### config.mk
export PLATFORM = sky130hd
export DESIGN_NAME = sbt_queue
export DESIGN_NICKNAME = d
export VERILOG_FILES = /design/src/sv/sbt_pkg.sv /design/src/sv/sbt_queue.sv
export SDC_FILE = /design/constraint.sdc
export NUM_CORES = 1
export LEC_CHECK = 0
export ABC_AREA = 1
export BUFFER_PORTS_ARGS = -buffer_cell sky130_fd_sc_hd__buf_2
export CORE_UTILIZATION = 40
export DETAILED_ROUTE_END_ITERATION = 16
export SETUP_SLACK_MARGIN = 0.05
export SLEW_MARGIN = 20
export SYNTH_ARGS = -nofsm -noshare
export SYNTH_HDL_FRONTEND = slang
export SYNTH_SLANG_ARGS = --single-unit
### constraint.sdc
create_clock -name i_clk -period 3.75 [get_ports i_clk]
set_input_delay 0.375 -clock i_clk [delete_from_list [all_inputs] [get_ports i_clk]]
set_output_delay 0.375 -clock i_clk [all_outputs]
set_load 0.05 [all_outputs]
### src/sv/sbt_pkg.sv
package sbt_pkg;

    // Default geometry
    localparam int GRID_SIDE_DEF  = 64;
    localparam int POOL_ROWS_DEF  = 64;
    localparam int SLOTS_DEF      = 16;
    localparam int CELL_SHIFT_DEF = 10;

    // Field widths of the words on the ports
    localparam int POS_W   = 16;
    localparam int VAL_W   = 32;
    localparam int LINK_W  = 13;
    localparam int SLOT_W  = 4;
    localparam int CNT_W   = 5;
    localparam int REQ_W   = 2;

    // Widest bucket number over the whole parameter range (256*256 + 256*256)
    localparam int BKT_MAX_W = 17;

    // Request codes
    localparam logic [REQ_W-1:0] REQ_CLEAR   = 2'd0;
    localparam logic [REQ_W-1:0] REQ_ADD     = 2'd1;
    localparam logic [REQ_W-1:0] REQ_RD_POS  = 2'd2;
    localparam logic [REQ_W-1:0] REQ_RD_LINK = 2'd3;

    // Status codes
    localparam logic ST_DONE    = 1'b0;
    localparam logic ST_DROPPED = 1'b1;

    typedef struct packed {
        logic [REQ_W-1:0]  req_type;
        logic [POS_W-1:0]  pos_x;
        logic [POS_W-1:0]  pos_y;
        logic [VAL_W-1:0]  value;
        logic [LINK_W-1:0] link;
    } t_in_word;

    typedef struct packed {
        logic              status;
        logic [VAL_W-1:0]  entry_value;
        logic [SLOT_W-1:0] slot_index;
        logic [CNT_W-1:0]  entry_count;
        logic [LINK_W-1:0] next_link;
        logic              is_last;
    } t_out_word;

    // Classified request handed from front to back
    typedef struct packed {
        logic [REQ_W-1:0]     req_type;
        logic [BKT_MAX_W-1:0] bucket;
        logic [VAL_W-1:0]     value;
        logic                 out_of_range;
    } t_cmd;

endpackage

### src/sv/sbt_queue.sv
module sbt_queue (
    input  logic          i_clk,
    input  logic          i_rst_n,
    input  logic          i_push,
    input  sbt_pkg::t_cmd i_cmd,
    output logic          o_full,
    input  logic          i_pop,
    output logic          o_valid,
    output sbt_pkg::t_cmd o_cmd
);
    import sbt_pkg::*;

    t_cmd       r_mem [2];
    logic       r_wp;
    logic       r_rp;
    logic [1:0] r_cnt;
    logic       w_push;
    logic       w_pop;

    assign o_full  = (r_cnt == 2'd2);
    assign o_valid = (r_cnt != 2'd0);
    assign o_cmd   = r_mem[r_rp];
    assign w_push  = i_push && !o_full;
    assign w_pop   = i_pop && o_valid;

    // Entry storage
    always_ff @(posedge i_clk) begin
        if (w_push) begin
            r_mem[r_wp] <= i_cmd;
        end
    end

    // Pointers and fill
    always_ff @(posedge i_clk) begin
        if (!i_rst_n) begin
            r_wp  <= 1'b0;
            r_rp  <= 1'b0;
            r_cnt <= 2'd0;
        end else begin
            if (w_push) r_wp <= !r_wp;
            if (w_pop)  r_rp <= !r_rp;
            if (w_push && !w_pop)      r_cnt <= r_cnt + 2'd1;
            else if (w_pop && !w_push) r_cnt <= r_cnt - 2'd1;
        end
    end

endmodule

==> metrics <==
Congestion Overflow GR 0; crit path time final 2390 ps; Non-Filler Instances 455; WP data required 3380 ps; Synth Net Count 256; # placed instances 440; CP peak stage delay 980 ps; CTS root buffer clkbuf_8; initial antenna violation count 1; syn_area_per_cell 21.4 sq um; Slew Viols, Final 0; Post-synth EDFFs 104; Row Count 37; Bufs on Longest Clock Path 2; Max Cap Viol 0; top post-synthesis cells by area edfxtp_1 73%, mux2_4 18%, buf_12 2.4%; die area 0.0110 sq mm; H-tree Lvls 3; GPL Wtd Cong 0.654; Post-Syn Instances 199; Remaining DRCs 0; Post-DP HPWL 4340 um; largest fanout on the critical path 52; Area growth, synth to finish 19.2%; worst slew pin tran 1000 ps; die span in y 105 um; Pleak 2.00 nW; Skew-Pair Late Insertion Delay 360 ps; CTS tree yes; Post-Synth Simple-Gate Area 1.68%; crit start category register; IO buf count 109; Yosys warning total 0; Worst Clk Skew 12.4 ps; CTS clk-pin slew, worst paths 100 ps; adder-cell share of the synthesized area 0.294%; share of cells above drive strength 1 56.1%; CTS buffer count 9; number of antenna diodes 0; Peak VDD IR 337 uV; register area share after synthesis 75.8%; mux share of post-synthesis cell area 18.2%; antenna-violating nets left 0; unique cell type count in the Yosys netlist 16; Routed WL per cell 14.9 um; Arrival @ worst endpoint 2020 ps; Fin Setup TNS 0 ps; total number of vias 2069; Final Hold Viols 0; status finished, final reports clean; Core Footprint 0.0103 sq mm; most common cell in the netlist edfxtp_1; fin crit share 63.9%; Primary FF master, synth edfxtp_1; hold_buf cts 0; drt initial violations 58; DR vias/cell 4.55; top cell type's share of synthesized area 73.4%; setup bufs post-CTS 0; power density cells 719 mW/mm^2; Post-Syn Area 0.00425 sq mm; compound-cell area share of the yosys netlist 0.736%; Setup CP Type register to output pin; Max Fclk 0.418 GHz; Post-CTS Resized 0; combinational family with the most area after synthesis multiplexers; vias in the first global route 2103; top post-synthesis cells by count 104 x edfxtp_1, 50 x mux2_4, 9 x nor2_1; Final Setup Violations 0; unrepaired setup endpoints after global routing no; CP max stage cell dfxtp_4; Filler Cells Inserted 879; All-Layer GR Usage 12.9%; nets 372; die width 105 um; largest net degree at the start of global routing 53; HP Class input port to register; Slew headroom 33.2%; Async SR Flop Fraction 0%; I/O pins 110; initial core utilization 41.2%; drt first pass iters 4; worst path cell trace mux2_2 -> buf_2; final WL 6770 um; nature of the critical path endpoint output pin; leading area contributor after synthesis edfxtp_1; XOR/XNOR share of the synthesized area 0%; first-pass GRT wire length 10400 um; clk sinks 109; Seq cells post-synth 109
## layout make-up
type	instances	area [sq um]	share of cell area [%]
inverters	8	30.0	0.592
repair buffers	111	561	11.1
clock buffers	10	128	2.52
clock inverters	5	51.3	1.01
multi-input cells	76	903	17.8
well taps	136	170	3.36
flip-flops and latches	109	3230	63.6
## power by group
group | total (mW) | internal, mW | switching [mW]
logic | 1.31 | 0.431 | 0.875
registers | 1.67 | 1.54 | 0.133
clock network | 0.665 | 0.303 | 0.362
## logic make-up after synthesis
kind of cell	Yosys count
flops	109
simple gates	18
mux	52
buf+inv	14
compound gates	5
fa+ha+maj	1
## through the flow
stage / worst slack (ps) / utilization [%] / instance area [sq um] / total power [mW] / hold WS [ps]
after floorplan: 618 / - / 4250 / 2.81 / 467
after detailed placement: 1700 / 47.4 / 4890 / 3.03 / 490
after global routing: 1240 / 49.1 / 5070 / 3.81 / 171
after CTS: 1290 / 49.1 / 5070 / 3.70 / 175
after global placement: 1710 / 47.4 / 4890 / 3.01 / 478
final: 1360 / 49.1 / 5070 / 3.64 / 193
## routing by layer
layer  track usage [%]  share of wire [%]  up-vias
met2              20.0                 47       70
met1              15.9                 44      994
met3              4.93                7.4       12
met5                 0               0.19        -
li1                  -                  -      991
met4              5.73                1.6        2
## sequential cells by signal, summed over array words and instances, names as in the netlist, named ones only
name and cells:
r_mem 104, r_cnt 2, r_rp 1, r_wp 1
## worst paths after layout
kind              slack [ps]      endpoint  startpoint  depth (start not counted)
hold reg to reg          500          r_rp        r_rp                          2
setup reg to reg        1800  r_mem[0][49]    r_cnt[1]                          4
setup / recovery        1360     o_cmd[41]    register                          2
hold / removal           190  r_mem[1][32]   i_cmd[32]                          1
## critical path, delay by kind of cell, from the launching register on
kind / cells / cell delay (ps)
buffers and inverters: 1 / 210
multiplexers: 1 / 420
flip-flops: 1 / 980
## layout by cell type, fill, tap and decap left out
master,Yosys,layout
bufinv_16,0,1
clkinv_2,0,1
clkinv_1,0,2
o21a_1,1,1
nor2_4,0,2
edfxtp_1,104,104
inv_1,8,8
inv_6,0,1
buf_4,0,2
dfxtp_4,0,1
mux2_4,50,50
ha_1,1,1
dfxtp_1,5,4
nand2_1,7,7
clkbuf_8,0,9
clkbuf_1,0,1
buf_2,0,109
nand4_1,1,1
mux2_2,2,2
nand3_1,1,1
nor2_1,9,7
a21oi_1,1,1
o21ai_2,1,1
o21ai_0,2,2
No activity file was read; power rests on OpenSTA's default activity.
