==> config.mk <==
export PLATFORM = sky130hd
export DESIGN_NAME = sbt_front
export DESIGN_NICKNAME = d
export VERILOG_FILES = /design/src/sv/sbt_pkg.sv /design/src/sv/sbt_front.sv
export SDC_FILE = /design/constraint.sdc
export NUM_CORES = 1
export LEC_CHECK = 0
export BUFFER_PORTS_ARGS = -buffer_cell sky130_fd_sc_hd__buf_2
export CAP_MARGIN = 30
export CORE_ASPECT_RATIO = 1.1
export CORE_MARGIN = 1.5
export CORE_UTILIZATION = 45
export DETAILED_ROUTE_END_ITERATION = 6
export GPL_TIMING_DRIVEN = 0
export PLACE_DENSITY = 0.83
export REMOVE_ABC_BUFFERS = 1
export SKIP_LAST_GASP = 1
export SLEW_MARGIN = 20
export SYNTH_ARGS = -nofsm -noshare
export SYNTH_HDL_FRONTEND = slang
export SYNTH_SLANG_ARGS = --single-unit
export TNS_END_PERCENT = 20
==> constraint.sdc <==
create_clock -name i_clk -period 4.25 [get_ports i_clk]
set_input_delay 1.0625 -clock i_clk [delete_from_list [all_inputs] [get_ports i_clk]]
set_output_delay 1.0625 -clock i_clk [all_outputs]
set_load 0.01 [all_outputs]
==> src/sv/sbt_pkg.sv <==
package sbt_pkg;

    // Default geometry
    localparam int GRID_SIDE_DEF  = 64;
    localparam int POOL_ROWS_DEF  = 64;
    localparam int SLOTS_DEF      = 16;
    localparam int CELL_SHIFT_DEF = 10;

    // Field widths of the words on the ports
    localparam int POS_W   = 16;
    localparam int VAL_W   = 32;
    localparam int LINK_W  = 13;
    localparam int SLOT_W  = 4;
    localparam int CNT_W   = 5;
    localparam int REQ_W   = 2;

    // Widest bucket number over the whole parameter range (256*256 + 256*256)
    localparam int BKT_MAX_W = 17;

    // Request codes
    localparam logic [REQ_W-1:0] REQ_CLEAR   = 2'd0;
    localparam logic [REQ_W-1:0] REQ_ADD     = 2'd1;
    localparam logic [REQ_W-1:0] REQ_RD_POS  = 2'd2;
    localparam logic [REQ_W-1:0] REQ_RD_LINK = 2'd3;

    // Status codes
    localparam logic ST_DONE    = 1'b0;
    localparam logic ST_DROPPED = 1'b1;

    typedef struct packed {
        logic [REQ_W-1:0]  req_type;
        logic [POS_W-1:0]  pos_x;
        logic [POS_W-1:0]  pos_y;
        logic [VAL_W-1:0]  value;
        logic [LINK_W-1:0] link;
    } t_in_word;

    typedef struct packed {
        logic              status;
        logic [VAL_W-1:0]  entry_value;
        logic [SLOT_W-1:0] slot_index;
        logic [CNT_W-1:0]  entry_count;
        logic [LINK_W-1:0] next_link;
        logic              is_last;
    } t_out_word;

    // Classified request handed from front to back
    typedef struct packed {
        logic [REQ_W-1:0]     req_type;
        logic [BKT_MAX_W-1:0] bucket;
        logic [VAL_W-1:0]     value;
        logic                 out_of_range;
    } t_cmd;

endpackage

==> src/sv/sbt_front.sv <==
module sbt_front #(
    parameter int GRID_SIDE  = sbt_pkg::GRID_SIDE_DEF,
    parameter int POOL_ROWS  = sbt_pkg::POOL_ROWS_DEF,
    parameter int CELL_SHIFT = sbt_pkg::CELL_SHIFT_DEF
) (
    input  logic              i_clk,
    input  logic              i_rst_n,
    input  logic              i_in_valid,
    input  sbt_pkg::t_in_word i_in_word,
    output logic              o_in_stall,
    output logic              o_push,
    output sbt_pkg::t_cmd     o_cmd,
    input  logic              i_q_full
);
    import sbt_pkg::*;

    localparam int TOTAL  = GRID_SIDE * GRID_SIDE + POOL_ROWS * GRID_SIDE;
    localparam int RW     = $clog2(GRID_SIDE) + 1;
    localparam int RCP_W  = 32;
    localparam int PRD_W  = POS_W + RCP_W;

    localparam logic [1:0] F_IDLE = 2'd0;
    localparam logic [1:0] F_QUO  = 2'd1;
    localparam logic [1:0] F_REM  = 2'd2;
    localparam logic [1:0] F_PUSH = 2'd3;

    // Scaled reciprocal of the grid side; exact quotient for any 16-bit coordinate
    localparam logic [RCP_W-1:0] RECIP =
        RCP_W'((64'd1 << RCP_W) / 64'(GRID_SIDE) + 64'd1);
    localparam logic [POS_W-1:0] GRID_P = POS_W'(GRID_SIDE);

    logic [1:0]        r_state, n_state;
    logic [POS_W-1:0]  r_xv, n_xv, r_yv, n_yv;
    logic [POS_W-1:0]  r_xq, n_xq, r_yq, n_yq;
    logic [RW-1:0]     r_xr, n_xr, r_yr, n_yr;
    t_cmd              r_cmd, n_cmd;
    logic [PRD_W-1:0]  w_xprod, w_yprod;
    logic [POS_W-1:0]  w_xrem, w_yrem;
    logic              w_accept;

    assign o_in_stall = (r_state != F_IDLE);
    assign w_accept   = i_in_valid && (r_state == F_IDLE);
    assign o_push     = (r_state == F_PUSH);

    // Quotient by reciprocal multiply, then remainder by one multiply-subtract
    assign w_xprod = PRD_W'(r_xv) * PRD_W'(RECIP);
    assign w_yprod = PRD_W'(r_yv) * PRD_W'(RECIP);
    assign w_xrem  = r_xv - r_xq * GRID_P;
    assign w_yrem  = r_yv - r_yq * GRID_P;

    always_comb begin
        n_state = r_state;
        n_xv    = r_xv;
        n_yv    = r_yv;
        n_xq    = r_xq;
        n_yq    = r_yq;
        n_xr    = r_xr;
        n_yr    = r_yr;
        n_cmd   = r_cmd;
        case (r_state)
            F_IDLE: begin
                if (w_accept) begin
                    n_cmd.req_type     = i_in_word.req_type;
                    n_cmd.value        = i_in_word.value;
                    n_cmd.bucket       = BKT_MAX_W'(i_in_word.link);
                    n_cmd.out_of_range = 1'b0;
                    n_xv   = i_in_word.pos_x >> CELL_SHIFT;
                    n_yv   = i_in_word.pos_y >> CELL_SHIFT;
                    if (i_in_word.req_type == REQ_RD_LINK) begin
                        n_cmd.out_of_range = (32'(i_in_word.link) >= 32'(TOTAL));
                        n_state = F_PUSH;
                    end else if (i_in_word.req_type == REQ_CLEAR) begin
                        n_state = F_PUSH;
                    end else begin
                        n_state = F_QUO;
                    end
                end
            end
            F_QUO: begin
                n_xq    = w_xprod[PRD_W-1:RCP_W];
                n_yq    = w_yprod[PRD_W-1:RCP_W];
                n_state = F_REM;
            end
            F_REM: begin
                n_xr    = w_xrem[RW-1:0];
                n_yr    = w_yrem[RW-1:0];
                n_state = F_PUSH;
            end
            F_PUSH: begin
                if (!i_q_full) begin
                    n_state = F_IDLE;
                end
            end
            default: n_state = F_IDLE;
        endcase
    end

    // Bucket number from the grid cell for position requests
    always_comb begin
        o_cmd = r_cmd;
        if (r_cmd.req_type == REQ_ADD || r_cmd.req_type == REQ_RD_POS) begin
            o_cmd.bucket = BKT_MAX_W'(r_yr) * BKT_MAX_W'(GRID_SIDE) + BKT_MAX_W'(r_xr);
        end
    end

    always_ff @(posedge i_clk) begin
        if (!i_rst_n) begin
            r_state <= F_IDLE;
        end else begin
            r_state <= n_state;
        end
        r_xv   <= n_xv;
        r_yv   <= n_yv;
        r_xq   <= n_xq;
        r_yq   <= n_yq;
        r_xr   <= n_xr;
        r_yr   <= n_yr;
        r_cmd  <= n_cmd;
    end

endmodule

==> impl_metrics.ini <==
[pwr]
power_dens_cells_nw_per_um2 = 607
switchingPower_w = 0.000538
pwr-share-comb = 0.221
power.static_leakage_nw = 1.41
internal_power_w = 0.00151
p_clk_frac = 0.275
power.switching_fraction = 0.262
vdd.ir_drop.worst_uv = 280
seqPwrFrac = 0.503

[setup_path]
worst_setup_ep_type = output pin
critical_path_class = reg -> out
startpoint_of_the_worst_register_to_register_path = r_state[0]
crit_required_ns = 3.19
cp.depth = 3
crit_arrival_ns = 2.10
critical_path.startpoint = o_cmd[51]
critical_path_peak_fanout = 13
cp-start-kind = flip-flop
critical_path.reg2reg.endpoint = o_cmd[26]
critical_path_top_delay_cell = sky130_fd_sc_hd__xnor2_2
r2r_slack_ns = 2.57
critPathMaxStageDelay_ns = 0.77
cp_top_family = XOR/XNOR gates
worst_r2r_path_depth = 3
timing.critical_path.cells = xnor2_2 -> mux2_2 -> buf_2
crit_end = o_cmd[33]
critPathBufInv = 1

[worst_hold_path]
min_path_type = reg -> reg

[clock_network]
tritoncts.num_buffers = 9
clkSinkCount = 73
clockRootBuffer = sky130_fd_sc_hd__clkbuf_8
cts_repair_resizes = 0
clk_pin_slew_worst_paths_ns = 0.07
cts_hold_repair.buffers = 0
ctsLongestPathBuffers = 2
htree_levels = 3
tritoncts_clock_tree = yes
clock_insertion_delay_worst_skew_ns = 0.33
cts_setup_buffers = 0

[route]
dr.pass1.iters = 5
drtIter0Drc = 83
drt-vias-per-instance = 4.50
route.detailed.wl_per_inst_um = 14.6
dr_total_vias = 1414
postRouteAntennaNets = 0
totalWireLength_um = 4590
drc_errors = 0

[sta]
final_max_slew_viol_count = 0
post-route-period-util = 0.745
grt_setup_unrepaired = no
finalHoldViolCount = 0
timing.setup.tns_ns = 0
finalSetupViolCount = 0
final.setup_skew_ns = 0.00508
slew_headroom = 0.376
final_period_minus_worst_setup_slack_ns = 3.17
max_freq_mhz = 316
hold_slack_ns = 0.420
max_slew.worst_pin.slew_ns = 0.931

[global_route]
vias_in_the_first_global_route = 1478
grt_pass1_wl_um = 6670
grt_max_degree = 60
grt-ovfl-total = 0
overall_fraction_of_global_route_tracks_in_use = 0.140
antenna_violations_before_repair = 0

[synthesis]
post_synth_instance_area_um2 = 2800
post_synth_and_or_nand_nor_area_fraction = 0.00982
synth_seq_cells = 73
share_of_synthesized_area_spent_on_multiplexers = 0.0638
synth_top_family_by_area = buffers and inverters
netlist-cell-type-count = 19
synthesis.yosys.warnings = 0
synth-compound-area-share = 0.00982
yosysSeqAreaShare = 0.775
synth-adder-area-share = 0.0178
post_synth_inst_count = 146
synth_xor_area_frac = 0.00892
average_footprint_of_a_synthesized_cell_um2 = 19.2

[layout]
layout.filler_cells = 479
sequential_cell_area_um2 = 2170
layout-drive-gt1-share = 0.591
antenna_cells_inserted = 0
nets_finish = 319
most_common_cell_after_layout_fill_and_taps_aside = sky130_fd_sc_hd__buf_2
multi_input_comb_area_um2 = 330
post_route_insts_no_fill = 314
post-route-util = 0.575
layout-area-overhead-vs-synth_pct = 20.5
most-common-layout-cells = sky130_fd_sc_hd__buf_2, sky130_fd_sc_hd__edfxtp_1, sky130_fd_sc_hd__mux2_4, sky130_fd_sc_hd__clkbuf_8, sky130_fd_sc_hd__conb_1

[place]
post-place-cells = 298
port_buffers = 111
detailedPlacementHpwl_um = 3370
gp_routability_congestion = 0.778

[status]
status = finished clean

[flow_run]
drv_cap = 0

[floorplan]
core_area_um2 = 5880
die_w_um = 78.3
total_die_area_um2 = 6710
starting_density_of_the_core = 0.477
die_height_um = 85.8
rows = 29
design.portCount = 137
-- worst register-to-register path: cells and delay by family (launching register included) --
family                     cells  cell delay [ns]
DFF                            1             0.33
and+or+nand+nor                1             0.63
adders and majority gates      1             0.21
buffers and inverters          1             0.10
-- worst min path at each step --
stage / slack, ns / from / endpoint / cells after the start
3_5_place_dp: 0.40 / r_yv[0] / r_yr[0] / 0
2_1_floorplan: 0.40 / r_xv[0] / r_xr[0] / 0
6_report: 0.42 / r_yv[0] / r_yr[0] / 0
5_1_grt: 0.42 / r_yv[0] / r_yr[0] / 0
3_3_place_gp: 0.40 / r_yv[1] / r_yr[1] / 0
4_1_cts: 0.42 / r_yv[1] / r_yr[1] / 0
-- power by group through the flow --
stage	Sequential (W)	Combinational [W]	Clock, W
2_1_floorplan	0.00108	0.000242	0
6_report	0.00103	0.000453	0.000565
5_1_grt	0.00105	0.000488	0.000603
3_3_place_gp	0.00105	0.000442	0
3_5_place_dp	0.00105	0.000460	0
4_1_cts	0.00103	0.000461	0.000583
-- layout make-up --
type | instances | share of cell area
Sequential cell | 73 | 0.643
Clock buffer | 10 | 0.0378
Clock inverter | 6 | 0.0244
Multi-Input combinational cell | 33 | 0.0977
Tap cell | 77 | 0.0285
Inverter | 4 | 0.00444
Timing Repair Buffer | 111 | 0.164
-- flip-flops by register name (all words and copies together), names as in the netlist --
| signal | cells |
|---|---|
| o_cmd | 34 |
| r_cmd | 13 |
| r_xr | 6 |
| r_xv | 6 |
| r_yr | 6 |
| r_yv | 6 |
| r_state | 2 |
-- cell families (layout without fill, tap and decap cells) --
group           after synthesis  after routing
compound gates                4              4
xor+xnor                      2              2
fa+ha+maj                     4              4
buf+inv                      44            131
flops                        73             73
mux                          13             13
other cells                   1              5
simple gates                  5              5
-- stage by stage --
step,setup slack (ns),total power (W),instance area [um2]
after floorplan,1.37,0.00132,2510
after global placement,0.833,0.00149,3170
after detailed placement,1.40,0.00151,3170
after CTS,1.03,0.00208,3380
after global routing,0.969,0.00214,3380
final,1.08,0.00205,3380
-- cell usage after synthesis, drive strengths merged --
| library cell | instances | area [um2] |
|---|---|---|
| conb | 1 | 3.75 |
| mux2i | 1 | 10.0 |
| ha | 4 | 50.1 |
| inv | 4 | 15.0 |
| mux2 | 12 | 169 |
| buf | 40 | 304 |
| nor2 | 1 | 3.75 |
| xnor2 | 2 | 25.0 |
| nand2b | 1 | 6.26 |
| nand2 | 1 | 3.75 |
| edfxtp | 71 | 2130 |
| a21oi | 2 | 10.0 |
| a311oi | 2 | 17.5 |
| dfxtp | 2 | 40.0 |
| and2 | 2 | 13.8 |
-- metal layers --
metal | vias to the layer above | track usage | wire, um
met5 | - | 0 | 0
met1 | 663 | 0.135 | 1590
met3 | 11 | 0.0628 | 469
met2 | 81 | 0.247 | 2430
met4 | 0 | 0.0763 | 99
li1 | 659 | - | -
Power figures use the tool's default switching activity.
